File: config.mk
export PLATFORM = sky130hd
export DESIGN_NAME = fcrf_queue
export DESIGN_NICKNAME = d
export VERILOG_FILES = /design/src/design/fcrf_pkg.sv /design/src/design/fcrf_queue.sv
export SDC_FILE = /design/constraint.sdc
export NUM_CORES = 1
export LEC_CHECK = 0
export BUFFER_PORTS_ARGS = -buffer_cell sky130_fd_sc_hd__buf_2
export CORE_UTILIZATION = 56
export CTS_CLUSTER_SIZE = 8
export DETAILED_ROUTE_END_ITERATION = 7
export MAX_ROUTING_LAYER = met4
export PLACE_DENSITY = 0.85
export REMOVE_ABC_BUFFERS = 1
export SKIP_CTS_REPAIR_TIMING = 1
export SYNTH_ARGS = -nofsm -noshare
export SYNTH_HDL_FRONTEND = slang
export SYNTH_SLANG_ARGS = --single-unit
File: constraint.sdc
create_clock -name clk -period 20.1 [get_ports clk]
set_clock_uncertainty 0.05 [all_clocks]
set_input_delay 3.015 -clock clk [delete_from_list [all_inputs] [get_ports clk]]
set_output_delay 3.015 -clock clk [all_outputs]
set_load 0.03 [all_outputs]
File: src/design/fcrf_pkg.sv
// Shared types, constants and helpers for the framebuffer fill engine.
// No dependencies; the design files other than fcrf_ram use it by scoped names.
package fcrf_pkg;

	localparam int MAX_WIDTH  = 256;
	localparam int MAX_HEIGHT = 256;
	localparam int STORE_DEPTH = MAX_WIDTH * MAX_HEIGHT;

	localparam int XW      = $clog2(MAX_WIDTH);
	localparam int YW      = $clog2(MAX_HEIGHT);
	localparam int ADDR_W  = $clog2(STORE_DEPTH);
	localparam int CFG_W   = 9;
	localparam int COORD_W = 12;
	localparam int DELTA_W = 10;
	localparam int SQ_W    = 17;
	localparam int RR_W    = 18;
	localparam int CNT_W   = 17;
	localparam int COLOR_W = 32;
	localparam int IN_W    = 96;
	localparam int OUT_W   = 56;

	localparam logic [COLOR_W-1:0] OPAQUE_BLACK = 32'hFF00_0000;

	typedef enum logic [2:0] {
		OP_CLEAR  = 3'd0,
		OP_BLACK  = 3'd1,
		OP_RECT   = 3'd2,
		OP_CIRCLE = 3'd3,
		OP_READ   = 3'd4
	} opcode_t;

	typedef enum logic [1:0] {
		K_FILL,
		K_CIRCLE,
		K_READ,
		K_NOP
	} kind_t;

	typedef enum logic [1:0] {
		ST_IDLE,
		ST_WALK,
		ST_RDATA,
		ST_DONE
	} state_t;

	// one classified command, bounds inclusive
	typedef struct packed {
		kind_t                      kind;
		logic                       empty;
		logic                       oor;
		logic [XW-1:0]              xlo;
		logic [XW-1:0]              xhi;
		logic [YW-1:0]              ylo;
		logic [YW-1:0]              yhi;
		logic signed [DELTA_W-1:0]  dx0;
		logic signed [DELTA_W-1:0]  dy0;
		logic [SQ_W-1:0]            dx0sq;
		logic [SQ_W-1:0]            dy0sq;
		logic [RR_W-1:0]            rr;
		logic [ADDR_W-1:0]          base0;
		logic [COLOR_W-1:0]         color;
	} cmd_t;

	typedef struct packed {
		logic               we;
		logic [ADDR_W-1:0]  waddr;
		logic [COLOR_W-1:0] wdata;
		logic               re;
		logic [ADDR_W-1:0]  raddr;
	} ram_req_t;

	localparam int QDEPTH = 2;
	localparam int QPTR_W = $clog2(QDEPTH);

	// clamp a signed coordinate to 0..hi
	function automatic logic [CFG_W-1:0] clamp_pos(input logic signed [COORD_W-1:0] v,
			input logic [CFG_W-1:0] hi);
		logic [CFG_W-1:0] r;
		if (v[COORD_W-1]) begin
			r = '0;
		end else if (v[COORD_W-2:0] > (COORD_W-1)'(hi)) begin
			r = hi;
		end else begin
			r = v[CFG_W-1:0];
		end
		return r;
	endfunction

endpackage

File: src/design/fcrf_queue.sv
// Short command queue between the front end and the pixel walker.
// Depends on fcrf_pkg.
module fcrf_queue (
	input  logic           clk,
	input  logic           arst_n,
	input  logic           push_valid,
	output logic           push_ready,
	input  fcrf_pkg::cmd_t push_cmd,
	output logic           pop_valid,
	input  logic           pop_ready,
	output fcrf_pkg::cmd_t pop_cmd
);

	fcrf_pkg::cmd_t               entry_q [fcrf_pkg::QDEPTH];
	logic [fcrf_pkg::QPTR_W-1:0]  wr_ptr_q, rd_ptr_q;
	logic [fcrf_pkg::QPTR_W:0]    fill_q;
	logic                         do_push, do_pop;

	assign push_ready = (fill_q != (fcrf_pkg::QPTR_W+1)'(fcrf_pkg::QDEPTH));
	assign pop_valid  = (fill_q != '0);
	assign pop_cmd    = entry_q[rd_ptr_q];
	assign do_push    = push_valid && push_ready;
	assign do_pop     = pop_valid && pop_ready;

	always_ff @(posedge clk or negedge arst_n) begin
		if (!arst_n) begin
			wr_ptr_q <= '0;
			rd_ptr_q <= '0;
			fill_q   <= '0;
		end else begin
			if (do_push) begin
				wr_ptr_q <= wr_ptr_q + 1'b1;
			end
			if (do_pop) begin
				rd_ptr_q <= rd_ptr_q + 1'b1;
			end
			if (do_push && !do_pop) begin
				fill_q <= fill_q + 1'b1;
			end else if (do_pop && !do_push) begin
				fill_q <= fill_q - 1'b1;
			end
		end
	end

	always_ff @(posedge clk) begin
		if (do_push) begin
			entry_q[wr_ptr_q] <= push_cmd;
		end
	end

endmodule

==> results.sh <==
export IMPL_run_status="finished, final reports clean"
export IMPL_rsz0062_at_grt="no"
export IMPL_synth_top_area_share_pct=81.5
export IMPL_synth_simple_area_share_pct=0.294
export IMPL_finalHoldViolCount=0
export IMPL_clock_sinks=316
export IMPL_ys_seq_area_share_pct=82.4
export IMPL_first_global_vias=6348
export IMPL_min_path_cells=1
export IMPL_synth_top_family_by_area="multiplexers"
export IMPL_synth_area_leaders="edfxtp_1 (82%), mux2_2 (15%), buf_6 (1.3%)"
export IMPL_io_buffers=317
export IMPL_crit_buf_inv=2
export IMPL_grt_antenna_before_repair=3
export IMPL_first_pass_iters=4
export IMPL_hold_path_class="reg -> reg"
export IMPL_viasPerCell=5.22
export IMPL_io_pins=318
export IMPL_cts_clk_slew_worst_paths_ns=0.05
export IMPL_cp_slowest_stage_delay_ns=1.08
export IMPL_power_density_mw_per_mm2=166
export IMPL_ys_ff_latch=316
export IMPL_placed_area_sq_mm=0.0133
export IMPL_slew_headroom_pct=28.9
export IMPL_end_kind="output port"
export IMPL_die_h_um=145
export IMPL_fin_util_pct=72.1
export IMPL_maxCapViolCount=0
export IMPL_maxSlewViolCount=0
export IMPL_cts_tree="built"
export IMPL_crit_family="flip-flops"
export IMPL_syn_area_sq_mm=0.0115
export IMPL_synth_area_per_cell_sq_um=22.8
export IMPL_yosys_area_share_adder_pct=0.109
export IMPL_cts_htree_levels=2
export IMPL_grt_overflow_total=0
export IMPL_grt_pass1_wl_mm=33.3
export IMPL_drt_iter0_drc=254
export IMPL_p_leak_nw=5.48
export IMPL_drive_gt1_share_pct=61.2
export IMPL_start_kind="flip-flop"
export IMPL_cts_buffers=45
export IMPL_finalSetupViolCount=0
export IMPL_nets=1016
export IMPL_crit_type="reg -> out"
export IMPL_worstPathMaxFanout=79
export IMPL_rows=52
export IMPL_cts_buffer_depth=3
export IMPL_worst_ir_drop_vdd_v=0.000132
export IMPL_clockRootBuffer="clkbuf_16"
export IMPL_rrSetupSlack_ns=17.51
export IMPL_finalCritPeriodShare_pct=31.4
export IMPL_dp_hpwl_mm=13.7
export IMPL_core_area_sq_mm=0.0202
export IMPL_syn_to_final_growth_pct=26.5
export IMPL_synth_compound_area_share_pct=0
export IMPL_startpoint="rd_ptr_q$_DFFE_PN0P_"
export IMPL_tightest_slew_ns=1.07
export IMPL_synth_xor_area_share_pct=0.381
export IMPL_reg2reg_to="entry_q[0][68]$_DFFE_PP_"
export IMPL_gp_congestion=0.786
export IMPL_layout_min_cycle_time_ns=6.32
export IMPL_min_to="fill_q[1]$_DFFE_PN0P_"
export IMPL_yosysTopAreaCell="edfxtp_1"
export IMPL_initial_utilization_pct=57.0
export IMPL_synth_cells=503
export IMPL_cp_required_ns=17.04
export IMPL_final_area_sq_mm=0.0145
export IMPL_drt_total_wl_mm=21.7
export IMPL_grt_max_degree=80
export IMPL_via_count=5955
export IMPL_fin_ws_ns=13.78
export IMPL_wl_per_cell_um=19.0
export IMPL_holdWs_ns=0.470
export IMPL_critPathArrivalTime_ns=3.26
export IMPL_crit_slowest_cell="dfrtp_4"
export IMPL_ant_nets=0
export IMPL_yosys_warnings=0
export IMPL_worstSkewPairLatency_ns=0.51
export IMPL_die_area_sq_mm=0.0211
export IMPL_place_ws_ns=14.32
export IMPL_worstReg2RegStart="fill_q[0]$_DFFE_PN0P_"
export IMPL_synthMuxAreaShare_pct=15.3
export IMPL_synth_cell_type_count=15
export IMPL_crit_chain="buf_4 -> mux2_2 -> buf_2"
export IMPL_grtUsageTotal_pct=21.3
export IMPL_post_route_drc_count=0
export IMPL_worstRegToRegCells=4
export IMPL_fin_setup_tns_ns=0
export IMPL_fmax_mhz=158
export IMPL_hold_start="fill_q[1]$_DFFE_PN0P_"
export IMPL_die_x_um=145
-- Yosys cell counts --
| master | instances |
|---|---|
| and3_1 | 1 |
| buf_2 | 2 |
| buf_4 | 2 |
| buf_6 | 13 |
| dfrtp_1 | 4 |
| edfxtp_1 | 312 |
| ha_1 | 1 |
| inv_1 | 1 |
| mux2_2 | 156 |
| nand2_1 | 2 |
| nand2b_1 | 1 |
| nor2_1 | 2 |
| or2_2 | 1 |
| xnor2_1 | 3 |
| xor2_1 | 2 |
-- worst max path at each step --
stage / endpoint / slack [ns] / depth (start not counted)
global placement: pop_cmd[124] / 14.31 / 3
global route: pop_cmd[124] / 13.61 / 3
finish: pop_cmd[24] / 13.78 / 3
detailed placement: pop_cmd[24] / 14.32 / 3
floorplan: entry_q[0][0]$_DFFE_PP_ / 9.79 / 2
CTS: pop_cmd[24] / 13.75 / 3
-- sequential cells by signal (all words and copies together), names as in the netlist --
register  count
entry_q     312
fill_q        2
rd_ptr_q      1
wr_ptr_q      1
-- logic make-up after synthesis --
logic type	count (synthesis)
flip-flops	316
multiplexers	156
buffers and inverters	18
AND/OR/NAND/NOR	7
XOR/XNOR	5
adder cells (fa/ha/maj)	1
-- per-stage QoR --
stage	total power, mW	instances
after floorplan	1.58	486
after global routing	2.50	1140
after detailed placement	1.77	1078
after global placement	1.75	1078
after CTS	2.43	1137
final	2.41	1141
-- layout by cell type, fill, tap and decap left out --
cell type  instances
buf_2            317
edfxtp_1         312
mux2_2           156
clkbuf_16         47
clkbuf_1          10
buf_4              5
diode_2            4
xnor2_1            3
dfrtp_1            3
nand2_1            2
xor2_1             2
nand2b_1           1
inv_1              1
or2_2              1
and3_4             1
nor2_4             1
nor2_1             1
ha_1               1
inv_6              1
clkinv_2           1
dfrtp_4            1
-- routing by layer --
layer	share of wire, %	track usage [%]	vias up
met4	2.4	6.95	0
met2	52	36.3	279
met5	0	-	-
met3	8.3	6.54	34
li1	-	-	2710
met1	37	24.0	2932
-- report_power, final --
group          leakage [nW]  switching (mW)  internal (mW)
combinational          1.93           0.521          0.267
sequential             2.94          0.0640          0.905
clock                 0.599           0.239          0.414
total                  5.48           0.824           1.59
-- area by class of cell --
class,count,area (sq um)
flip-flops and latches,316,9470
fillers,1216,5630
multi-input cells,169,1860
repair buffers,322,1620
clock buffers,57,1210
well taps,270,338
clock inverters,2,13.8
diodes,4,10.0
inverters,1,3.75
Power figures use the tool's default switching activity.
