$ cat src/design/fcrf_pkg.sv
// Shared types, constants and helpers for the framebuffer fill engine.
// No dependencies; the design files other than fcrf_ram use it by scoped names.
package fcrf_pkg;

	localparam int MAX_WIDTH  = 256;
	localparam int MAX_HEIGHT = 256;
	localparam int STORE_DEPTH = MAX_WIDTH * MAX_HEIGHT;

	localparam int XW      = $clog2(MAX_WIDTH);
	localparam int YW      = $clog2(MAX_HEIGHT);
	localparam int ADDR_W  = $clog2(STORE_DEPTH);
	localparam int CFG_W   = 9;
	localparam int COORD_W = 12;
	localparam int DELTA_W = 10;
	localparam int SQ_W    = 17;
	localparam int RR_W    = 18;
	localparam int CNT_W   = 17;
	localparam int COLOR_W = 32;
	localparam int IN_W    = 96;
	localparam int OUT_W   = 56;

	localparam logic [COLOR_W-1:0] OPAQUE_BLACK = 32'hFF00_0000;

	typedef enum logic [2:0] {
		OP_CLEAR  = 3'd0,
		OP_BLACK  = 3'd1,
		OP_RECT   = 3'd2,
		OP_CIRCLE = 3'd3,
		OP_READ   = 3'd4
	} opcode_t;

	typedef enum logic [1:0] {
		K_FILL,
		K_CIRCLE,
		K_READ,
		K_NOP
	} kind_t;

	typedef enum logic [1:0] {
		ST_IDLE,
		ST_WALK,
		ST_RDATA,
		ST_DONE
	} state_t;

	// one classified command, bounds inclusive
	typedef struct packed {
		kind_t                      kind;
		logic                       empty;
		logic                       oor;
		logic [XW-1:0]              xlo;
		logic [XW-1:0]              xhi;
		logic [YW-1:0]              ylo;
		logic [YW-1:0]              yhi;
		logic signed [DELTA_W-1:0]  dx0;
		logic signed [DELTA_W-1:0]  dy0;
		logic [SQ_W-1:0]            dx0sq;
		logic [SQ_W-1:0]            dy0sq;
		logic [RR_W-1:0]            rr;
		logic [ADDR_W-1:0]          base0;
		logic [COLOR_W-1:0]         color;
	} cmd_t;

	typedef struct packed {
		logic               we;
		logic [ADDR_W-1:0]  waddr;
		logic [COLOR_W-1:0] wdata;
		logic               re;
		logic [ADDR_W-1:0]  raddr;
	} ram_req_t;

	localparam int QDEPTH = 2;
	localparam int QPTR_W = $clog2(QDEPTH);

	// clamp a signed coordinate to 0..hi
	function automatic logic [CFG_W-1:0] clamp_pos(input logic signed [COORD_W-1:0] v,
			input logic [CFG_W-1:0] hi);
		logic [CFG_W-1:0] r;
		if (v[COORD_W-1]) begin
			r = '0;
		end else if (v[COORD_W-2:0] > (COORD_W-1)'(hi)) begin
			r = hi;
		end else begin
			r = v[CFG_W-1:0];
		end
		return r;
	endfunction

endpackage

$ cat src/design/fcrf_back.sv
// Pixel walker: steps through each command's box one pixel a cycle, writes the frame
// store, services reads and holds the result beat. Depends on fcrf_pkg.
module fcrf_back (
	input  logic                          clk,
	input  logic                          arst_n,
	input  logic                          q_valid,
	output logic                          q_ready,
	input  fcrf_pkg::cmd_t                q_cmd,
	input  logic [fcrf_pkg::CFG_W-1:0]    eff_w,
	output fcrf_pkg::ram_req_t            ram_req,
	input  logic [fcrf_pkg::COLOR_W-1:0]  ram_rdata,
	output logic                          m_tvalid,
	input  logic                          m_tready,
	// read_value[31:0] pixels_written[48:32] out_of_range[49], zero fill above
	output logic [fcrf_pkg::OUT_W-1:0]    m_tdata
);

	fcrf_pkg::state_t                     state_q, state_d;
	fcrf_pkg::cmd_t                       cmd_q;
	logic [fcrf_pkg::XW-1:0]              x_q;
	logic [fcrf_pkg::YW-1:0]              y_q;
	logic [fcrf_pkg::ADDR_W-1:0]          base_q;
	logic signed [fcrf_pkg::DELTA_W-1:0]  dx_q, dy_q;
	logic [fcrf_pkg::SQ_W-1:0]            dx2_q, dy2_q;
	logic [fcrf_pkg::CNT_W-1:0]           count_q;
	logic [fcrf_pkg::COLOR_W-1:0]         rv_q;
	logic                                 oor_q;

	logic                                 out_valid_q;
	logic [fcrf_pkg::COLOR_W-1:0]         out_rv_q;
	logic [fcrf_pkg::CNT_W-1:0]           out_count_q;
	logic                                 out_oor_q;

	logic                                 pop, load_out, hit, row_end, last_px;
	logic [fcrf_pkg::SQ_W:0]              dist_sq;
	logic signed [fcrf_pkg::SQ_W+1:0]     dx2_nx, dy2_nx;

	always_comb begin
		dist_sq = {1'b0, dx2_q} + {1'b0, dy2_q};
		hit     = (cmd_q.kind != fcrf_pkg::K_CIRCLE) || (dist_sq <= cmd_q.rr);
		row_end = (x_q == cmd_q.xhi);
		last_px = row_end && (y_q == cmd_q.yhi);
		// (d+1)^2 = d^2 + 2d + 1
		dx2_nx = $signed({2'b00, dx2_q}) + $signed({{8{dx_q[fcrf_pkg::DELTA_W-1]}}, dx_q, 1'b1});
		dy2_nx = $signed({2'b00, dy2_q}) + $signed({{8{dy_q[fcrf_pkg::DELTA_W-1]}}, dy_q, 1'b1});
	end

	always_comb begin
		state_d       = state_q;
		pop           = 1'b0;
		load_out      = 1'b0;
		ram_req.we    = 1'b0;
		ram_req.waddr = base_q + fcrf_pkg::ADDR_W'(x_q);
		ram_req.wdata = cmd_q.color;
		ram_req.re    = 1'b0;
		ram_req.raddr = q_cmd.base0 + fcrf_pkg::ADDR_W'(q_cmd.xlo);
		unique case (state_q)
			fcrf_pkg::ST_IDLE: begin
				if (q_valid) begin
					pop = 1'b1;
					if (q_cmd.kind == fcrf_pkg::K_READ && !q_cmd.oor) begin
						ram_req.re = 1'b1;
						state_d    = fcrf_pkg::ST_RDATA;
					end else if ((q_cmd.kind == fcrf_pkg::K_FILL
							|| q_cmd.kind == fcrf_pkg::K_CIRCLE) && !q_cmd.empty) begin
						state_d = fcrf_pkg::ST_WALK;
					end else begin
						state_d = fcrf_pkg::ST_DONE;
					end
				end
			end
			fcrf_pkg::ST_WALK: begin
				ram_req.we = hit;
				if (last_px) begin
					state_d = fcrf_pkg::ST_DONE;
				end
			end
			fcrf_pkg::ST_RDATA: begin
				state_d = fcrf_pkg::ST_DONE;
			end
			fcrf_pkg::ST_DONE: begin
				// hold until the output register is free
				if (!out_valid_q || m_tready) begin
					load_out = 1'b1;
					state_d  = fcrf_pkg::ST_IDLE;
				end
			end
		endcase
	end

	assign q_ready = (state_q == fcrf_pkg::ST_IDLE);

	always_ff @(posedge clk or negedge arst_n) begin
		if (!arst_n) begin
			state_q     <= fcrf_pkg::ST_IDLE;
			out_valid_q <= 1'b0;
		end else begin
			state_q <= state_d;
			if (load_out) begin
				out_valid_q <= 1'b1;
			end else if (m_tready) begin
				out_valid_q <= 1'b0;
			end
		end
	end

	always_ff @(posedge clk) begin
		if (pop) begin
			cmd_q   <= q_cmd;
			x_q     <= q_cmd.xlo;
			y_q     <= q_cmd.ylo;
			base_q  <= q_cmd.base0;
			dx_q    <= q_cmd.dx0;
			dy_q    <= q_cmd.dy0;
			dx2_q   <= q_cmd.dx0sq;
			dy2_q   <= q_cmd.dy0sq;
			count_q <= '0;
			rv_q    <= '0;
			oor_q   <= q_cmd.oor && (q_cmd.kind == fcrf_pkg::K_READ);
		end else if (state_q == fcrf_pkg::ST_WALK) begin
			if (hit) begin
				count_q <= count_q + 1'b1;
			end
			if (row_end) begin
				// wrap to the start of the next row
				x_q    <= cmd_q.xlo;
				y_q    <= y_q + 1'b1;
				base_q <= base_q + fcrf_pkg::ADDR_W'(eff_w);
				dx_q   <= cmd_q.dx0;
				dx2_q  <= cmd_q.dx0sq;
				dy_q   <= dy_q + 1'b1;
				dy2_q  <= dy2_nx[fcrf_pkg::SQ_W-1:0];
			end else begin
				x_q   <= x_q + 1'b1;
				dx_q  <= dx_q + 1'b1;
				dx2_q <= dx2_nx[fcrf_pkg::SQ_W-1:0];
			end
		end else if (state_q == fcrf_pkg::ST_RDATA) begin
			rv_q <= ram_rdata;
		end
	end

	always_ff @(posedge clk) begin
		if (load_out) begin
			out_rv_q    <= rv_q;
			out_count_q <= count_q;
			out_oor_q   <= oor_q;
		end
	end

	assign m_tvalid = out_valid_q;
	assign m_tdata  = {6'b0, out_oor_q, out_count_q, out_rv_q};

endmodule

$ cat config.mk
export PLATFORM = sky130hd
export DESIGN_NAME = fcrf_back
export DESIGN_NICKNAME = d
export VERILOG_FILES = /design/src/design/fcrf_pkg.sv /design/src/design/fcrf_back.sv
export SDC_FILE = /design/constraint.sdc
export NUM_CORES = 1
export LEC_CHECK = 0
export BUFFER_PORTS_ARGS = -buffer_cell sky130_fd_sc_hd__buf_2
export CAP_MARGIN = 10
export CORE_ASPECT_RATIO = 1.4
export CORE_UTILIZATION = 45
export CTS_CLUSTER_SIZE = 30
export DETAILED_ROUTE_END_ITERATION = 8
export PLACE_DENSITY = 0.7
export SKIP_LAST_GASP = 1
export SLEW_MARGIN = 5
export SYNTH_ARGS = -nofsm -noshare
export SYNTH_HDL_FRONTEND = slang
export SYNTH_SLANG_ARGS = --single-unit
$ cat constraint.sdc
create_clock -name clk -period 7.25 [get_ports clk]
set_input_delay 1.0875 -clock clk [delete_from_list [all_inputs] [get_ports clk]]
set_output_delay 1.0875 -clock clk [all_outputs]
set_load 0.05 [all_outputs]
==> impl_results.md <==
* RSZ-0062 raised after global routing: no
* Reg clk slew, reported paths at 70 ps
* Hold WS at 312.3 ps
* Clk root buf: clkbuf_16
* Most common cell after layout, fill and taps aside: buf_2
* Startpoint types: register
* FMAX at 166.1 MHz
* Via count at 11,613
* CP Capture Type: output port
* Num ports at 325
* CP required at 6160 ps
* Cts repair resizes at 0
* Mean Syn Cell Area at 10.89 um2
* Final Hold Vio Count at 0
* Initial Util at 45.88%
* Seq/Total Area, Yosys at 52.61%
* CTS tree: yes
* Routed len/inst at 16.84 um
* DR iter-0 viols at 630
* Core area at 34,230 um2
* Library cells used by synthesis at 74
* Htree depth at 1
* Overflow after GRT at 0
* Die footprint at 35,660 um2
* Skew-Pair Late Insertion Delay at 560 ps
* Die outline height at 223.0 um
* First-pass DRT Iterations at 5
* Setup Fix Bufs, Post-CTS at 0
* Final wirelength at 36.95 mm
* Placement Rows at 80
* Setup_tns at 0 ps
* Hold Path Class: in -> async
* Seq. cell area at 8263 um2
* Post-layout minimum cycle time at 6021 ps
* Max Root-Sink Buffers at 3
* Crit path DAT at 4930 ps
* Die Width at 159.9 um
* Post-synth EDFFs at 240
* Cells after Synth at 1,442
* R2R Path End: count_q[16]
* Share of cells above drive strength 1 at 22.46%
* Leakage power at 7.649 nW
* Ys async rst share at 1.027%
* Final setup fails at 0
* CP Class: reg -> out
* Worst R2R Setup Slack at 2680 ps
* CTS Buf Count at 29
* Max stage delay on crit path at 430 ps
* Max Cap Viol at 0
* Primary FF master, synth: edfxtp_1
* Slowest cell on crit path: o22ai_1
* Crit Path Max Fanout at 10
* Area growth syn-to-layout at 18.04%
* Slew margin rel. at 23.81%
* Final Wtd Congestion at 0.8992
* Vias in the first global route at 11,479
* Area of the mapped netlist at 15,710 um2
* Slew Viols, Final at 0
* DP HPWL at 27.33 mm
* Remaining antenna violation count at 0
* Synthesis-stage register bit count at 292
* Post-route DRC at 0
* Synth warn at 0
* Number of hold buffers added after cts at 0
* First-pass GRT wire length at 58.53 mm
* Critical Path, Cell by Cell: ha_1 > inv_1 > fa_1 > nor2b_1 > o21ai_0 > a21oi_1 > o2111ai_1 > a21oi_1 > or4_1 > nand3_1 > ha_1 > nand4_1 > nor4_2 > a311oi_2 > o22ai_1 > buf_2
* Fillcell total at 2,996
* Power Dens Cells at 491.5 nW/um2
* Multi-input gate area at 6784 um2
* Worst Tran Pin Value at 1143 ps
* Pin count of the biggest net entering global routing at 153
* Final core occ at 54.15%
* Worst reg2reg path startpoint: dy2_q[0]
* Outcome: complete, no violations
* GRT Util Overall at 20.57%
* Port bufs at 318
* R2R cell count at 18
* Vias per cell at 5.293
* Most frequent cells in the layout: buf_2 (318), edfxtp_1 (240), nand2_1 (129)
* Period utilisation layout at 83.05%
* CTS sink count at 292
* VDD IR max at 0.0002824 V
* Launch point of the worst path: dy2_q[0]
* Layout Skew at 12.52 ps
* Initial antenna violation count at 7
* Layout net count at 2,025
power breakdown:
group          switching [mW]  internal (mW)  total (mW)  leakage, nW
Sequential              0.333           2.58        2.91         2.67
Clock                   0.656          0.959        1.62        0.506
Combinational            2.94           1.64        4.59         4.47
routing by layer:
| metal | share of wire [%] | global-route usage, % | vias up |
|---|---|---|---|
| met1 | 39 | 23.57 | 5422 |
| li1 | - | - | 5750 |
| met4 | 3.5 | 8.295 | 10 |
| met5 | 0.16 | 0 | - |
| met2 | 51 | 37.92 | 364 |
| met3 | 5.7 | 3.291 | 67 |
worst max-delay path: cells and delay by family, from the launching register on:
kind | cells | cell delay [ps]
AO/OA/AOI/OAI | 6 | 1650
adder cells (fa/ha/maj) | 3 | 900
buffers and inverters | 2 | 410
AND/OR/NAND/NOR | 5 | 980
flip-flops | 1 | 420
registers in the layout (all words and copies together) (netlist names):
| register | flops |
|---|---|
| cmd_q | 71 |
| out_rv_q | 32 |
| ram_req | 32 |
| rv_q | 32 |
| count_q | 17 |
| dx2_q | 17 |
| dy2_q | 17 |
| out_count_q | 17 |
| base_q | 16 |
| dx_q | 10 |
| dy_q | 10 |
| x_q | 8 |
| y_q | 8 |
| state_q | 2 |
| m_tvalid | 1 |
| oor_q | 1 |
| out_oor_q | 1 |
cell type report:
type	count	area share, %
clock inverters	18	1.289
inverters	65	1.357
well taps	451	3.044
clock buffers	35	4.259
multi-input cells	1008	36.60
repair buffers	323	8.855
diodes	2	0.02700
flip-flops and latches	292	44.57
logic make-up (layout without fill, tap and decap cells):
| group | after synthesis | after routing | share of synthesized area (%) |
|---|---|---|---|
| AOI/OAI and AO/OA | 317 | 317 | 12.22 |
| xor gates and xnor gates | 121 | 121 | 6.748 |
| adders and majority gates | 105 | 105 | 8.652 |
| buffers and inverters | 147 | 441 | 4.469 |
| DFF | 292 | 292 | 52.61 |
| muxes | 44 | 44 | 2.804 |
| other | 1 | 8 | 0.02388 |
| and+or+nand+nor | 415 | 415 | 12.47 |
synthesized netlist by cell type (3+ instances only):
library cell,number,share of area (%)
dfxtp_1,49,6.2
mux2i_1,44,2.8
xor2_1,47,2.6
nand3_1,41,1.3
o22ai_1,10,0.40
o21ai_1,9,0.29
and3_1,20,0.80
nand2_1,131,3.1
buf_4,40,1.9
nor3_1,19,0.61
inv_1,64,1.5
a21oi_1,80,2.5
and2_1,5,0.20
o31ai_1,7,0.33
o21bai_1,7,0.33
o21ai_0,116,3.7
clkbuf_1,31,0.74
edfxtp_1,240,46
o211ai_1,4,0.19
and4_1,3,0.17
or3_1,8,0.32
nor2_1,112,2.7
ha_1,99,7.9
a31oi_1,6,0.24
a211oi_1,10,0.48
nand2b_1,18,0.72
nor3b_1,3,0.14
o21a_1,10,0.48
nor4_1,7,0.28
fa_1,6,0.76
a21o_1,24,1.1
buf_1,11,0.26
xnor2_1,74,4.1
nor2b_1,13,0.52
a31o_1,3,0.17
or4_1,4,0.19
nand4_1,19,0.76
a2111oi_0,3,0.17
a221o_1,3,0.19
dfrtp_1,3,0.48
through the flow:
step	setup slack (ps)	total power [mW]	instance area, um2	instances
5_1_grt	846.1	9.775	18540	2194
3_3_place_gp	2036	7.400	17500	2139
3_5_place_dp	1823	7.531	17500	2139
4_1_cts	1210	9.186	18530	2192
2_1_floorplan	1704	6.490	15720	1447
6_report	1229	9.111	18540	2194
worst max path at each step:
stage                             end  depth (start not counted)
after floorplan             base_q[0]                          6
after global placement    ram_req[65]                         16
after detailed placement  ram_req[65]                         16
after CTS                 ram_req[65]                         16
after global routing      ram_req[65]                         16
final                     ram_req[65]                         16
Power figures use the tool's default switching activity.
