**src/design/fcrf_pkg.sv**
```systemverilog
// Shared types, constants and helpers for the framebuffer fill engine.
// No dependencies; the design files other than fcrf_ram use it by scoped names.
package fcrf_pkg;

	localparam int MAX_WIDTH  = 256;
	localparam int MAX_HEIGHT = 256;
	localparam int STORE_DEPTH = MAX_WIDTH * MAX_HEIGHT;

	localparam int XW      = $clog2(MAX_WIDTH);
	localparam int YW      = $clog2(MAX_HEIGHT);
	localparam int ADDR_W  = $clog2(STORE_DEPTH);
	localparam int CFG_W   = 9;
	localparam int COORD_W = 12;
	localparam int DELTA_W = 10;
	localparam int SQ_W    = 17;
	localparam int RR_W    = 18;
	localparam int CNT_W   = 17;
	localparam int COLOR_W = 32;
	localparam int IN_W    = 96;
	localparam int OUT_W   = 56;

	localparam logic [COLOR_W-1:0] OPAQUE_BLACK = 32'hFF00_0000;

	typedef enum logic [2:0] {
		OP_CLEAR  = 3'd0,
		OP_BLACK  = 3'd1,
		OP_RECT   = 3'd2,
		OP_CIRCLE = 3'd3,
		OP_READ   = 3'd4
	} opcode_t;

	typedef enum logic [1:0] {
		K_FILL,
		K_CIRCLE,
		K_READ,
		K_NOP
	} kind_t;

	typedef enum logic [1:0] {
		ST_IDLE,
		ST_WALK,
		ST_RDATA,
		ST_DONE
	} state_t;

	// one classified command, bounds inclusive
	typedef struct packed {
		kind_t                      kind;
		logic                       empty;
		logic                       oor;
		logic [XW-1:0]              xlo;
		logic [XW-1:0]              xhi;
		logic [YW-1:0]              ylo;
		logic [YW-1:0]              yhi;
		logic signed [DELTA_W-1:0]  dx0;
		logic signed [DELTA_W-1:0]  dy0;
		logic [SQ_W-1:0]            dx0sq;
		logic [SQ_W-1:0]            dy0sq;
		logic [RR_W-1:0]            rr;
		logic [ADDR_W-1:0]          base0;
		logic [COLOR_W-1:0]         color;
	} cmd_t;

	typedef struct packed {
		logic               we;
		logic [ADDR_W-1:0]  waddr;
		logic [COLOR_W-1:0] wdata;
		logic               re;
		logic [ADDR_W-1:0]  raddr;
	} ram_req_t;

	localparam int QDEPTH = 2;
	localparam int QPTR_W = $clog2(QDEPTH);

	// clamp a signed coordinate to 0..hi
	function automatic logic [CFG_W-1:0] clamp_pos(input logic signed [COORD_W-1:0] v,
			input logic [CFG_W-1:0] hi);
		logic [CFG_W-1:0] r;
		if (v[COORD_W-1]) begin
			r = '0;
		end else if (v[COORD_W-2:0] > (COORD_W-1)'(hi)) begin
			r = hi;
		end else begin
			r = v[CFG_W-1:0];
		end
		return r;
	endfunction

endpackage

```
**src/design/fcrf_front.sv**
```systemverilog
// Command front end: accepts input beats, clamps and classifies them, and works out
// start offsets, squares and row base for the walker. Depends on fcrf_pkg.
module fcrf_front (
	input  logic                          clk,
	input  logic                          arst_n,
	input  logic                          s_tvalid,
	output logic                          s_tready,
	// opcode[2:0] x_first[14:3] y_first[26:15] x_second[38:27] y_second[50:39]
	// radius[59:51] color[91:60], zero fill above
	input  logic [fcrf_pkg::IN_W-1:0]     s_tdata,
	input  logic [fcrf_pkg::CFG_W-1:0]    eff_w,
	input  logic [fcrf_pkg::CFG_W-1:0]    eff_h,
	output logic                          q_valid,
	input  logic                          q_ready,
	output fcrf_pkg::cmd_t                q_cmd
);

	fcrf_pkg::opcode_t                    op;
	logic signed [fcrf_pkg::COORD_W-1:0]  xa, ya, xb, yb;
	logic [fcrf_pkg::CFG_W-1:0]           r_in;
	logic [fcrf_pkg::CFG_W-1:0]           rx0, rx1, ry0, ry1;
	logic [fcrf_pkg::CFG_W-1:0]           clo_x, clo_y, chi_x, chi_y;
	logic [fcrf_pkg::CFG_W:0]             chi_x_raw, chi_y_raw;
	logic [fcrf_pkg::CFG_W-1:0]           w_m1, h_m1;

	fcrf_pkg::kind_t                      kind_d;
	logic                                 empty_d, oor_d;
	logic [fcrf_pkg::CFG_W-1:0]           xlo_d, xhi_d, ylo_d, yhi_d;
	logic [fcrf_pkg::COLOR_W-1:0]         color_d;

	logic                                 s1_valid_q;
	fcrf_pkg::kind_t                      kind_s1;
	logic                                 empty_s1, oor_s1;
	logic [fcrf_pkg::CFG_W-1:0]           xlo_s1, xhi_s1, ylo_s1, yhi_s1;
	logic [fcrf_pkg::CFG_W-1:0]           cx_s1, cy_s1, r_s1;
	logic [fcrf_pkg::COLOR_W-1:0]         color_s1;

	logic signed [fcrf_pkg::DELTA_W-1:0]  dx0, dy0;
	logic signed [2*fcrf_pkg::DELTA_W-1:0] dx0sq_full, dy0sq_full;
	logic [2*fcrf_pkg::CFG_W-1:0]         rr_full;
	logic [fcrf_pkg::YW+fcrf_pkg::CFG_W-1:0] base_full;

	logic                                 s2_valid_q;
	fcrf_pkg::cmd_t                       cmd_s2;
	logic                                 advance;

	assign op   = fcrf_pkg::opcode_t'(s_tdata[2:0]);
	assign xa   = s_tdata[14:3];
	assign ya   = s_tdata[26:15];
	assign xb   = s_tdata[38:27];
	assign yb   = s_tdata[50:39];
	assign r_in = s_tdata[59:51];
	assign w_m1 = eff_w - 1'b1;
	assign h_m1 = eff_h - 1'b1;

	always_comb begin
		rx0 = fcrf_pkg::clamp_pos(xa, eff_w);
		rx1 = fcrf_pkg::clamp_pos(xb, eff_w);
		ry0 = fcrf_pkg::clamp_pos(ya, eff_h);
		ry1 = fcrf_pkg::clamp_pos(yb, eff_h);
		// circle box: centre is rx0/ry0, low edge floors at zero, high edge stops at last pixel
		clo_x = (rx0 >= r_in) ? rx0 - r_in : '0;
		clo_y = (ry0 >= r_in) ? ry0 - r_in : '0;
		chi_x_raw = {1'b0, rx0} + {1'b0, r_in};
		chi_y_raw = {1'b0, ry0} + {1'b0, r_in};
		chi_x = (chi_x_raw > {1'b0, w_m1}) ? w_m1 : chi_x_raw[fcrf_pkg::CFG_W-1:0];
		chi_y = (chi_y_raw > {1'b0, h_m1}) ? h_m1 : chi_y_raw[fcrf_pkg::CFG_W-1:0];

		kind_d  = fcrf_pkg::K_NOP;
		empty_d = 1'b0;
		oor_d   = 1'b0;
		xlo_d   = '0;
		xhi_d   = '0;
		ylo_d   = '0;
		yhi_d   = '0;
		color_d = s_tdata[91:60];
		unique case (op)
			fcrf_pkg::OP_CLEAR, fcrf_pkg::OP_BLACK: begin
				kind_d  = fcrf_pkg::K_FILL;
				xhi_d   = w_m1;
				yhi_d   = h_m1;
				color_d = (op == fcrf_pkg::OP_CLEAR) ? '0 : fcrf_pkg::OPAQUE_BLACK;
			end
			fcrf_pkg::OP_RECT: begin
				kind_d  = fcrf_pkg::K_FILL;
				empty_d = (rx1 <= rx0) || (ry1 <= ry0);
				xlo_d   = rx0;
				xhi_d   = rx1 - 1'b1;
				ylo_d   = ry0;
				yhi_d   = ry1 - 1'b1;
			end
			fcrf_pkg::OP_CIRCLE: begin
				kind_d  = fcrf_pkg::K_CIRCLE;
				empty_d = (chi_x < clo_x) || (chi_y < clo_y);
				xlo_d   = clo_x;
				xhi_d   = chi_x;
				ylo_d   = clo_y;
				yhi_d   = chi_y;
			end
			fcrf_pkg::OP_READ: begin
				kind_d = fcrf_pkg::K_READ;
				oor_d  = xa[fcrf_pkg::COORD_W-1] || ya[fcrf_pkg::COORD_W-1]
					|| (xa[fcrf_pkg::COORD_W-2:0] >= (fcrf_pkg::COORD_W-1)'(eff_w))
					|| (ya[fcrf_pkg::COORD_W-2:0] >= (fcrf_pkg::COORD_W-1)'(eff_h));
				xlo_d  = xa[fcrf_pkg::CFG_W-1:0];
				ylo_d  = ya[fcrf_pkg::CFG_W-1:0];
			end
			default: begin
				kind_d = fcrf_pkg::K_NOP;
			end
		endcase
	end

	assign advance  = !s2_valid_q || q_ready;
	assign s_tready = !s1_valid_q || advance;
	assign q_valid  = s2_valid_q;
	assign q_cmd    = cmd_s2;

	always_ff @(posedge clk or negedge arst_n) begin
		if (!arst_n) begin
			s1_valid_q <= 1'b0;
			s2_valid_q <= 1'b0;
		end else begin
			if (s_tready) begin
				s1_valid_q <= s_tvalid;
			end
			if (advance) begin
				s2_valid_q <= s1_valid_q;
			end
		end
	end

	always_ff @(posedge clk) begin
		if (s_tready && s_tvalid) begin
			kind_s1  <= kind_d;
			empty_s1 <= empty_d;
			oor_s1   <= oor_d;
			xlo_s1   <= xlo_d;
			xhi_s1   <= xhi_d;
			ylo_s1   <= ylo_d;
			yhi_s1   <= yhi_d;
			cx_s1    <= rx0;
			cy_s1    <= ry0;
			r_s1     <= r_in;
			color_s1 <= color_d;
		end
	end

	// offsets of the first pixel from the centre, and their squares
	always_comb begin
		dx0 = $signed({1'b0, xlo_s1}) - $signed({1'b0, cx_s1});
		dy0 = $signed({1'b0, ylo_s1}) - $signed({1'b0, cy_s1});
		dx0sq_full = dx0 * dx0;
		dy0sq_full = dy0 * dy0;
		rr_full    = r_s1 * r_s1;
		base_full  = ylo_s1[fcrf_pkg::YW-1:0] * eff_w;
	end

	always_ff @(posedge clk) begin
		if (advance && s1_valid_q) begin
			cmd_s2.kind  <= kind_s1;
			cmd_s2.empty <= empty_s1;
			cmd_s2.oor   <= oor_s1;
			cmd_s2.xlo   <= xlo_s1[fcrf_pkg::XW-1:0];
			cmd_s2.xhi   <= xhi_s1[fcrf_pkg::XW-1:0];
			cmd_s2.ylo   <= ylo_s1[fcrf_pkg::YW-1:0];
			cmd_s2.yhi   <= yhi_s1[fcrf_pkg::YW-1:0];
			cmd_s2.dx0   <= dx0;
			cmd_s2.dy0   <= dy0;
			cmd_s2.dx0sq <= dx0sq_full[fcrf_pkg::SQ_W-1:0];
			cmd_s2.dy0sq <= dy0sq_full[fcrf_pkg::SQ_W-1:0];
			cmd_s2.rr    <= rr_full[fcrf_pkg::RR_W-1:0];
			cmd_s2.base0 <= base_full[fcrf_pkg::ADDR_W-1:0];
			cmd_s2.color <= color_s1;
		end
	end

endmodule

```
**config.mk**
```make
export PLATFORM = sky130hd
export DESIGN_NAME = fcrf_front
export DESIGN_NICKNAME = d
export VERILOG_FILES = /design/src/design/fcrf_pkg.sv /design/src/design/fcrf_front.sv
export SDC_FILE = /design/constraint.sdc
export NUM_CORES = 1
export LEC_CHECK = 0
export BUFFER_PORTS_ARGS = -buffer_cell sky130_fd_sc_hd__buf_2
export CORE_ASPECT_RATIO = 0.8
export CORE_MARGIN = 2
export CORE_UTILIZATION = 54
export CTS_CLUSTER_SIZE = 24
export DETAILED_ROUTE_END_ITERATION = 8
export PLACE_DENSITY = 0.75
export SLEW_MARGIN = 10
export SYNTH_ARGS = -nofsm -noshare
export SYNTH_HDL_FRONTEND = slang
export SYNTH_SLANG_ARGS = --single-unit
export TNS_END_PERCENT = 1
```
**constraint.sdc**
```tcl
create_clock -name clk -period 19.2 [get_ports clk]
set_input_delay 3.84 -clock clk [delete_from_list [all_inputs] [get_ports clk]]
set_output_delay 3.84 -clock clk [all_outputs]
set_load 0.01 [all_outputs]
```
==> summary.txt, run 1 <==
Setup path
  – CP startpoint kind: input pin
  – Worst r2r dst: q_cmd[82]
  – Critical path's slowest cell: nor2_2
  – Critical path buffer and inverter count: 3
  – Worst Path Arrival: 11.84 ns
  – Max stage delay on crit path: 0.57 ns
  – Critical path class: in -> reg
  – Critical path endpoint category: register
  – WP data required: 19.64 ns
  – R2R depth: 27
  – CP Max Fanout: 15
  – CP delay by family, top: compound AO/OA/AOI/OAI gates
  – Worst R2R Setup Slack: 11.57 ns
  – Most used cell along the critical path: nor2_1
  – R2r startpoint: ylo_s1[0]

Global route
  – Global-route wire length before repair: 94,300 µm
  – Largest net degree at the start of global routing: 70
  – Initial antenna violation count: 2
  – Gr ovfl total: 0
  – GRT Total Usage: 26.31%
  – Number of global-route vias before repair: 17,749

Logic synthesis
  – Primary FF master, synth: edfxtp_1
  – Post-Synth Simple-Gate Area: 12.35%
  – Cell count after synthesis: 2,310
  – Top cell type's share of synthesized area: 31.11%
  – Seq cells post-synth: 250
  – Multiplexer area fraction after synthesis: 2.290%
  – Area leader, netlist: edfxtp_1
  – Top-count cell post-synth: inv_1
  – Post-Syn Area per Cell: 10.36 µm²
  – Async set-or-reset flop fraction in the synthesized netlist: 0.8000%
  – Register area share after synthesis: 31.32%
  – Synth top area cells: edfxtp_1, fa_1, ha_1
  – Adder-cell share of the synthesized area: 33.24%
  – Compound-Gate Fraction of Synth Area: 8.714%
  – Number of synthesized flops with an enable pin: 248
  – Netlist cell types: 77
  – Post-synth top cells: inv_1, ha_1, edfxtp_1, fa_1, nor2_1
  – XOR/XNOR Fraction of Synth Area: 5.159%
  – Netlist area before placement: 23,940 µm²
  – Ys Warns: 0
  – Largest family of logic cells by synthesized area: adder cells

Routing
  – TritonRoute pass-1 iters: 5
  – Antenna Violating Nets Remaining: 0
  – DR WL/cell: 18.96 µm
  – Via-to-Cell Ratio: 5.578
  – Via count: 17,709
  – Drt initial violations: 1,246
  – # DRC: 0
  – Post-Route WL: 60,200 µm

CTS
  – CTS root buf: clkbuf_16
  – CTS Buf Count: 28
  – Max Root-Sink Buffers: 3
  – PostCTS Resize Cnt: 0
  – Clock slew at reported path FFs: 0.06 ns
  – Clk_lat worst skew: 0.57 ns
  – CTS tree: yes
  – # clock sinks: 250
  – H-tree depth: 1
  – Post-CTS setup buffers: 0
  – Post-CTS Hold Buffers: 0

STA
  – Tcrit/Tclk final: 59.37%
  – RSZ-0062 raised after global routing: no
  – Final Skew: 0.01610 ns
  – Worst rel slew slack: 39.80%
  – Count of final setup violators: 0
  – Final TNS setup: 0 ns
  – Hold Worst Slack: 0.4118 ns
  – Actual slew at the worst max-slew pin: 0.8962 ns
  – Fin. max-slew vios: 0
  – Fmax: 87.73 MHz
  – Fin crit period: 11.40 ns
  – Hold Violations, Final: 0

Floorplan
  – # IOs: 276
  – Initial core utilization: 55.05%
  – Core area: 43,480 µm²
  – Num rows: 68
  – Die Span X: 239.4 µm
  – Die H: 192.3 µm
  – Die area: 46,040 µm²

Min path
  – Hold path start: yhi_s1[4]
  – Hold Path End: q_cmd[124]
  – Hold path depth: 0
  – Worst Hold Class: reg -> reg

Placement
  – Global placer's final weighted congestion: 0.9804
  – Post-DP HPWL: 48,370 µm
  – I/O Buffers: 268

Outcome
  – Status: complete, no violations

Cells and area
  – Final core occ: 61.63%
  – Net count, final: 3,183
  – Area growth from synthesis to layout: 11.94%
  – Layout cell share with drive strength beyond 1: 13.61%

Flow run
  – Maxcap violations: 0
-- state kept, by name, indices dropped and copies added, names as in the netlist --
signal / count
s1_valid_q: 1
yhi_s1: 8
cy_s1: 9
xlo_s1: 9
ylo_s1: 9
oor_s1: 1
q_cmd: 151
kind_s1: 2
empty_s1: 1
cx_s1: 9
q_valid: 1
r_s1: 9
xhi_s1: 8
color_s1: 32
-- per-layer routing --
metal	up-vias	track usage, %	part of all wire [%]
li1	8253	-	-
met1	8704	37.63	44
met2	667	41.73	45
met3	83	4.477	7.7
met4	2	6.899	2.6
met5	-	0	0.022
-- cells in the final DEF, fill, tap and decap left out, drive strengths merged, types with 23 or more instances in the layout --
master and n:
xor2 42, nor2b 27, nand2 159, o21ai 65, nor2 185, clkbuf 34, inv 369, edfxtp 248
buf 276, ha 295, mux2i 48, or2 27, a21oi 85, nor3 30, xnor2 99, a21o 41
nand4 23, fa 213, and2 86
-- metrics by stage --
step | std cells | setup slack (ns) | cell area (µm²)
5_1_grt | 3175 | 7.352 | 26790
3_5_place_dp | 3122 | 7.404 | 25820
4_1_cts | 3174 | 7.997 | 26780
2_1_floorplan | 2312 | 8.887 | 23940
3_3_place_gp | 3122 | 7.417 | 25820
6_report | 3175 | 7.802 | 26790
-- cell type report --
cell class / count / area (µm²)
antenna: 1 / 2.502
clock buffer: 34 / 744.5
clock inverter: 18 / 216.5
fill: 3518 / 16680
inverter: 369 / 1385
multi-input combinational: 1632 / 14800
sequential: 250 / 7497
tap: 595 / 744.5
timing repair buffer: 276 / 1401
-- how the worst max path moves through the flow --
stage               startpoint       end  slack, ns  cells after the start
floorplan             eff_w[4]  empty_s1       8.89                     35
finish                eff_w[2]  empty_s1       7.80                     34
global route          eff_w[1]  empty_s1       7.35                     35
CTS                   eff_w[2]  empty_s1       8.00                     34
global placement      eff_w[4]  empty_s1       7.42                     34
detailed placement    eff_w[2]  empty_s1       7.40                     34
-- cells by family (layout without fill, tap and decap cells) --
| group | count (synthesis) | after routing |
|---|---|---|
| flip-flops | 250 | 250 |
| adder cells (fa/ha/maj) | 508 | 508 |
| XOR/XNOR | 141 | 141 |
| multiplexers | 54 | 54 |
| buffers and inverters | 430 | 697 |
| AND/OR/NAND/NOR | 614 | 614 |
| AO/OA/AOI/OAI | 312 | 312 |
| other | 1 | 4 |
Power of run 1 is not shown: default switching activity piles up to over one toggle a cycle in this logic, so the estimate is an artifact.
==> run 2, diff against run 1 <==
==> constraint.sdc (replaced) <==
create_clock -name clk -period 11.9 [get_ports clk]
set_input_delay 2.38 -clock clk [delete_from_list [all_inputs] [get_ports clk]]
set_output_delay 2.38 -clock clk [all_outputs]
set_load 0.01 [all_outputs]
==> summary.txt, run 2 (synthesized netlist as in run 1, its figures left out) <==
Routing
  – Via count: 17,760
  – DR WL/cell: 19.32 µm
  – Post-Route WL: 61,330 µm
  – Antenna Violating Nets Remaining: 0
  – # DRC: 0
  – TritonRoute pass-1 iters: 5
  – Drt initial violations: 1,330
  – Via-to-Cell Ratio: 5.594

Placement
  – Post-DP HPWL: 49,090 µm
  – I/O Buffers: 268
  – Global placer's final weighted congestion: 0.9562
  – Dpl ws: 1.435 ns

Outcome
  – Status: complete, no violations

STA
  – Final TNS setup: 0 ns
  – Count of final setup violators: 0
  – Fmax: 98.38 MHz
  – Worst rel slew slack: 29.38%
  – Tcrit/Tclk final: 85.42%
  – Final Skew: 0.008843 ns
  – Fin. max-slew vios: 0
  – RSZ-0062 raised after global routing: no
  – Fin crit period: 10.16 ns
  – Setup ws final: 1.735 ns
  – Hold Violations, Final: 0
  – Actual slew at the worst max-slew pin: 1.059 ns

Global route
  – Global-route wire length before repair: 96,510 µm
  – Initial antenna violation count: 1
  – Largest net degree at the start of global routing: 74
  – Gr ovfl total: 0
  – Number of global-route vias before repair: 17,817
  – GRT Total Usage: 26.95%

Setup path
  – Critical path class: in -> reg
  – Worst Path Arrival: 10.59 ns
  – Critical path endpoint category: register
  – Critical path's slowest cell: or4_1
  – CP Max Fanout: 14
  – Max stage delay on crit path: 0.51 ns
  – WP data required: 12.32 ns
  – CP startpoint kind: input pin
  – Most used cell along the critical path: nor2_1
  – Worst R2R Setup Slack: 4.24 ns

Floorplan
  – Num rows: 68
  – # IOs: 276
  – Die H: 192.3 µm
  – Die area: 46,040 µm²
  – Initial core utilization: 55.05%
  – Die Span X: 239.4 µm
  – Core area: 43,480 µm²

Cells and area
  – Max reg flops: 151
  – Register area: 7497 µm²
  – Area growth from synthesis to layout: 12.10%
  – Layout cell share with drive strength beyond 1: 13.69%
  – Commonest non-fill, non-tap cells in the layout: inv_1, ha_1, buf_2
  – Filler cells: 3,557
  – Net count, final: 3,183
  – Area of the multi-input gates: 14,800 µm²
  – Most common library cell in the layout ignoring fill and taps: inv_1

Flow run
  – Maxcap violations: 0

CTS
  – Clk_lat worst skew: 0.57 ns
  – Post-CTS Hold Buffers: 0
  – CTS Buf Count: 28
  – CTS root buf: clkbuf_16
  – Max Root-Sink Buffers: 3
  – Clock slew at reported path FFs: 0.06 ns
  – CTS tree: yes
  – H-tree depth: 1
  – PostCTS Resize Cnt: 0
  – # clock sinks: 250
  – Post-CTS setup buffers: 0

Min path
  – Worst Hold Class: reg -> reg
[run 2: path summary, 6_finish.rpt]
check,startpoint,to,cells after the start
max,eff_w[4],empty_s1,34
min,xhi_s1[6],q_cmd[142],0
max reg2reg,ylo_s1[0],q_cmd[82],25
min reg2reg,xhi_s1[6],q_cmd[142],0
max in group asynchronous,arst_n,q_valid,1
min in group asynchronous,arst_n,s1_valid_q,1
[run 2: final cells by class]
cell class	count	share of cell area, %
Tap cell	595	2.775
Multi-Input combinational cell	1632	55.16
Antenna cell	1	0.009326
Clock buffer	32	2.747
Sequential cell	250	27.94
Clock inverter	20	0.9792
Timing Repair Buffer	276	5.223
Inverter	369	5.162
[run 2: critical path: cells and delay by family]
| family | cells | cell delay (ns) |
|---|---|---|
| and+or+nand+nor | 9 | 1.72 |
| adders and majority gates | 4 | 1.43 |
| xor gates and xnor gates | 1 | 0.18 |
| AOI/OAI and AO/OA | 15 | 3.75 |
| muxes | 2 | 0.55 |
| buffers and inverters | 3 | 0.56 |
[run 2: routing by layer]
layer / wire [µm] / part of all wire [%] / track usage [%] / vias to the layer above
met4: 1536 / 2.5 / 6.538 / 2
li1: - / - / - / 8259
met5: 13 / 0.021 / 0 / -
met2: 27960 / 46 / 43.01 / 618
met1: 27740 / 45 / 38.97 / 8774
met3: 4082 / 6.7 / 3.905 / 107
[run 2: per-stage QoR]
step	cell area [µm²]	hold WS (ns)	instances	utilization (%)
6_report	26830	0.4136	3175	61.72
5_1_grt	26830	0.4218	3174	61.71
4_1_cts	26820	0.4184	3174	61.70
3_5_place_dp	25820	0.4045	3122	59.40
3_3_place_gp	25820	0.4005	3122	59.40
2_1_floorplan	23940	0.4003	2312	-
Power of run 2 is left out for the same reason.
==> run 3, diff against run 2 <==
--- a/config.mk
+++ b/config.mk
@@ -5,13 +5,14 @@
 export SDC_FILE = /design/constraint.sdc
 export NUM_CORES = 1
 export LEC_CHECK = 0
+export ABC_AREA = 1
 export BUFFER_PORTS_ARGS = -buffer_cell sky130_fd_sc_hd__buf_2
 export CORE_ASPECT_RATIO = 0.8
 export CORE_MARGIN = 2
 export CORE_UTILIZATION = 54
 export CTS_CLUSTER_SIZE = 24
 export DETAILED_ROUTE_END_ITERATION = 8
-export PLACE_DENSITY = 0.75
+export PLACE_DENSITY = 0.74
 export SLEW_MARGIN = 10
 export SYNTH_ARGS = -nofsm -noshare
 export SYNTH_HDL_FRONTEND = slang
==> summary.txt, run 3 <==
CTS
  – # clock sinks: 250
  – PostCTS Resize Cnt: 0
  – Post-CTS Hold Buffers: 0
  – CTS root buf: clkbuf_16
  – CTS Buf Count: 28
  – Clock slew at reported path FFs: 0.07 ns
  – Post-CTS setup buffers: 0
  – H-tree depth: 1
  – CTS tree: yes
  – Max Root-Sink Buffers: 3
  – Clk_lat worst skew: 0.58 ns

Global route
  – Global-route wire length before repair: 99,100 µm
  – Gr ovfl total: 0
  – Initial antenna violation count: 4
  – Largest net degree at the start of global routing: 73
  – GRT Total Usage: 26.13%
  – Number of global-route vias before repair: 19,397

Routing
  – Via-to-Cell Ratio: 5.278
  – # DRC: 0
  – TritonRoute pass-1 iters: 6
  – Antenna Violating Nets Remaining: 0
  – Drt initial violations: 1,485
  – Via count: 19,216
  – DR WL/cell: 16.88 µm
  – Post-Route WL: 61,450 µm

Logic synthesis
  – Post-Synth Simple-Gate Area: 16.82%
  – Multiplexer area fraction after synthesis: 0%
  – Post-Syn Area per Cell: 8.978 µm²
  – Post-synth top cells: inv_1, nand2_1, ha_1, edfxtp_1, nor2_1
  – Seq cells post-synth: 250
  – Compound-Gate Fraction of Synth Area: 6.353%
  – Ys Warns: 0
  – Primary FF master, synth: edfxtp_1
  – Top-count cell post-synth: inv_1
  – Area leader, netlist: edfxtp_1
  – Cell count after synthesis: 2,753
  – Register area share after synthesis: 30.33%
  – Netlist cell types: 58
  – Top cell type's share of synthesized area: 30.13%
  – Netlist area before placement: 24,720 µm²
  – XOR/XNOR Fraction of Synth Area: 4.095%
  – Synth top area cells: edfxtp_1, fa_1, ha_1
  – Async set-or-reset flop fraction in the synthesized netlist: 0.8000%
  – Number of synthesized flops with an enable pin: 248
  – Adder-cell share of the synthesized area: 32.18%
  – Largest family of logic cells by synthesized area: adder cells

Placement
  – Global placer's final weighted congestion: 0.9255
  – Dpl ws: 3.061 ns
  – Post-DP HPWL: 49,600 µm
  – Post-DP Area: 26,650 µm²
  – I/O Buffers: 268

Cells and area
  – Layout cell share with drive strength beyond 1: 13.22%
  – Area growth from synthesis to layout: 11.45%
  – Commonest non-fill, non-tap cells in the layout: inv_1, nand2_1, ha_1
  – Post-route cell area: 27,550 µm²
  – Max reg flops: 151
  – Most common library cell in the layout ignoring fill and taps: inv_1
  – Filler cells: 3,873
  – Net count, final: 3,630

Floorplan
  – Num rows: 70
  – Die H: 195.4 µm
  – Die area: 47,510 µm²
  – # IOs: 276
  – Die Span X: 243.2 µm
  – Initial core utilization: 54.38%
  – Core area: 45,460 µm²

Setup path
  – CP Max Fanout: 11
  – Critical path's slowest cell: nor3_2
  – CP startpoint kind: input pin
  – Most used cell along the critical path: nand2_1
  – Critical path class: in -> reg
  – R2r startpoint: ylo_s1[0]
  – Max stage delay on crit path: 0.55 ns
  – R2R depth: 27
  – Worst R2R Setup Slack: 4.61 ns
  – Critical path endpoint category: register
  – WP data required: 12.34 ns
  – Worst r2r dst: q_cmd[81]
  – Worst Path Arrival: 8.80 ns

STA
  – RSZ-0062 raised after global routing: no
  – Fin crit period: 8.362 ns
  – Setup ws final: 3.538 ns
  – Actual slew at the worst max-slew pin: 0.9492 ns
  – Tcrit/Tclk final: 70.27%
  – Final TNS setup: 0 ns
  – Fin. max-slew vios: 0
  – Hold Violations, Final: 0
  – Final Skew: 0.01946 ns
  – Count of final setup violators: 0
  – Fmax: 119.6 MHz
  – Worst rel slew slack: 36.72%

Outcome
  – Status: complete, no violations

Min path
  – Hold path depth: 0
  – Worst Hold Class: reg -> reg
  – Hold path start: color_s1[6]
  – Hold Path End: q_cmd[6]

Flow run
  – Maxcap violations: 0
==> run 3: cell types whose count changed after synthesis, sizes merged, moves of 27 or more <==
| cell | change |
|---|---|
| a21o | -30 |
| a21oi | +38 |
| and2 | -84 |
| inv | +222 |
| mux2i | -48 |
| nand2 | +348 |
| nand3 | +112 |
| nor2 | +41 |
| nor2b | -27 |
| xnor2 | -68 |
| xor2 | +40 |
==> run 3: cells by family after synthesis <==
kind of cell             after synthesis
flip-flops                           250
buffers and inverters                656
AO/OA/AOI/OAI                        263
AND/OR/NAND/NOR                      961
adder cells (fa/ha/maj)              508
other                                  1
XOR/XNOR                             114
==> run 3: routing by layer <==
layer	routed length (µm)	up-vias	share of wire, %	global-route usage, %
met5	11	-	0.018	0
met4	1669	2	2.7	7.112
met3	4341	99	7.1	4.054
met2	27830	631	45	41.90
met1	27600	9215	45	37.09
li1	-	9269	-	-
==> run 3: stage by stage <==
| step | std cells | hold WS (ns) | utilization (%) |
|---|---|---|---|
| global route | 3640 | 0.4210 | 60.59 |
| detailed placement | 3586 | 0.4052 | 58.64 |
| CTS | 3638 | 0.4188 | 60.58 |
| finish | 3641 | 0.4191 | 60.60 |
| floorplan | 2755 | 0.4003 | - |
| global placement | 3586 | 0.4007 | 58.64 |
==> run 3: worst max-delay path by stage <==
stage	startpoint	to	slack, ns	cells past startpoint
floorplan	q_ready	q_cmd[0]	1.51	2
global placement	eff_h[8]	empty_s1	3.10	38
detailed placement	eff_h[8]	empty_s1	3.06	36
CTS	eff_h[8]	empty_s1	3.65	36
global route	eff_h[5]	empty_s1	2.80	36
finish	eff_h[8]	empty_s1	3.54	36
==> run 3: area by class of cell <==
type,count,area [µm²],share of cell area [%]
Inverter,595,2236,8.117
Clock inverter,19,143.9,0.5223
Timing Repair Buffer,280,1431,5.196
Tap cell,612,765.7,2.780
Clock buffer,33,740.7,2.689
Sequential cell,250,7497,27.22
Antenna cell,3,7.507,0.02725
Multi-Input combinational cell,1849,14720,53.45
==> run 3: worst max-delay path, delay by kind of cell <==
family / cells / cell delay [ns]
AND/OR/NAND/NOR: 21 / 2.97
buffers and inverters: 6 / 0.96
adder cells (fa/ha/maj): 4 / 1.40
AO/OA/AOI/OAI: 5 / 1.08
Power of run 3 is left out for the same reason.
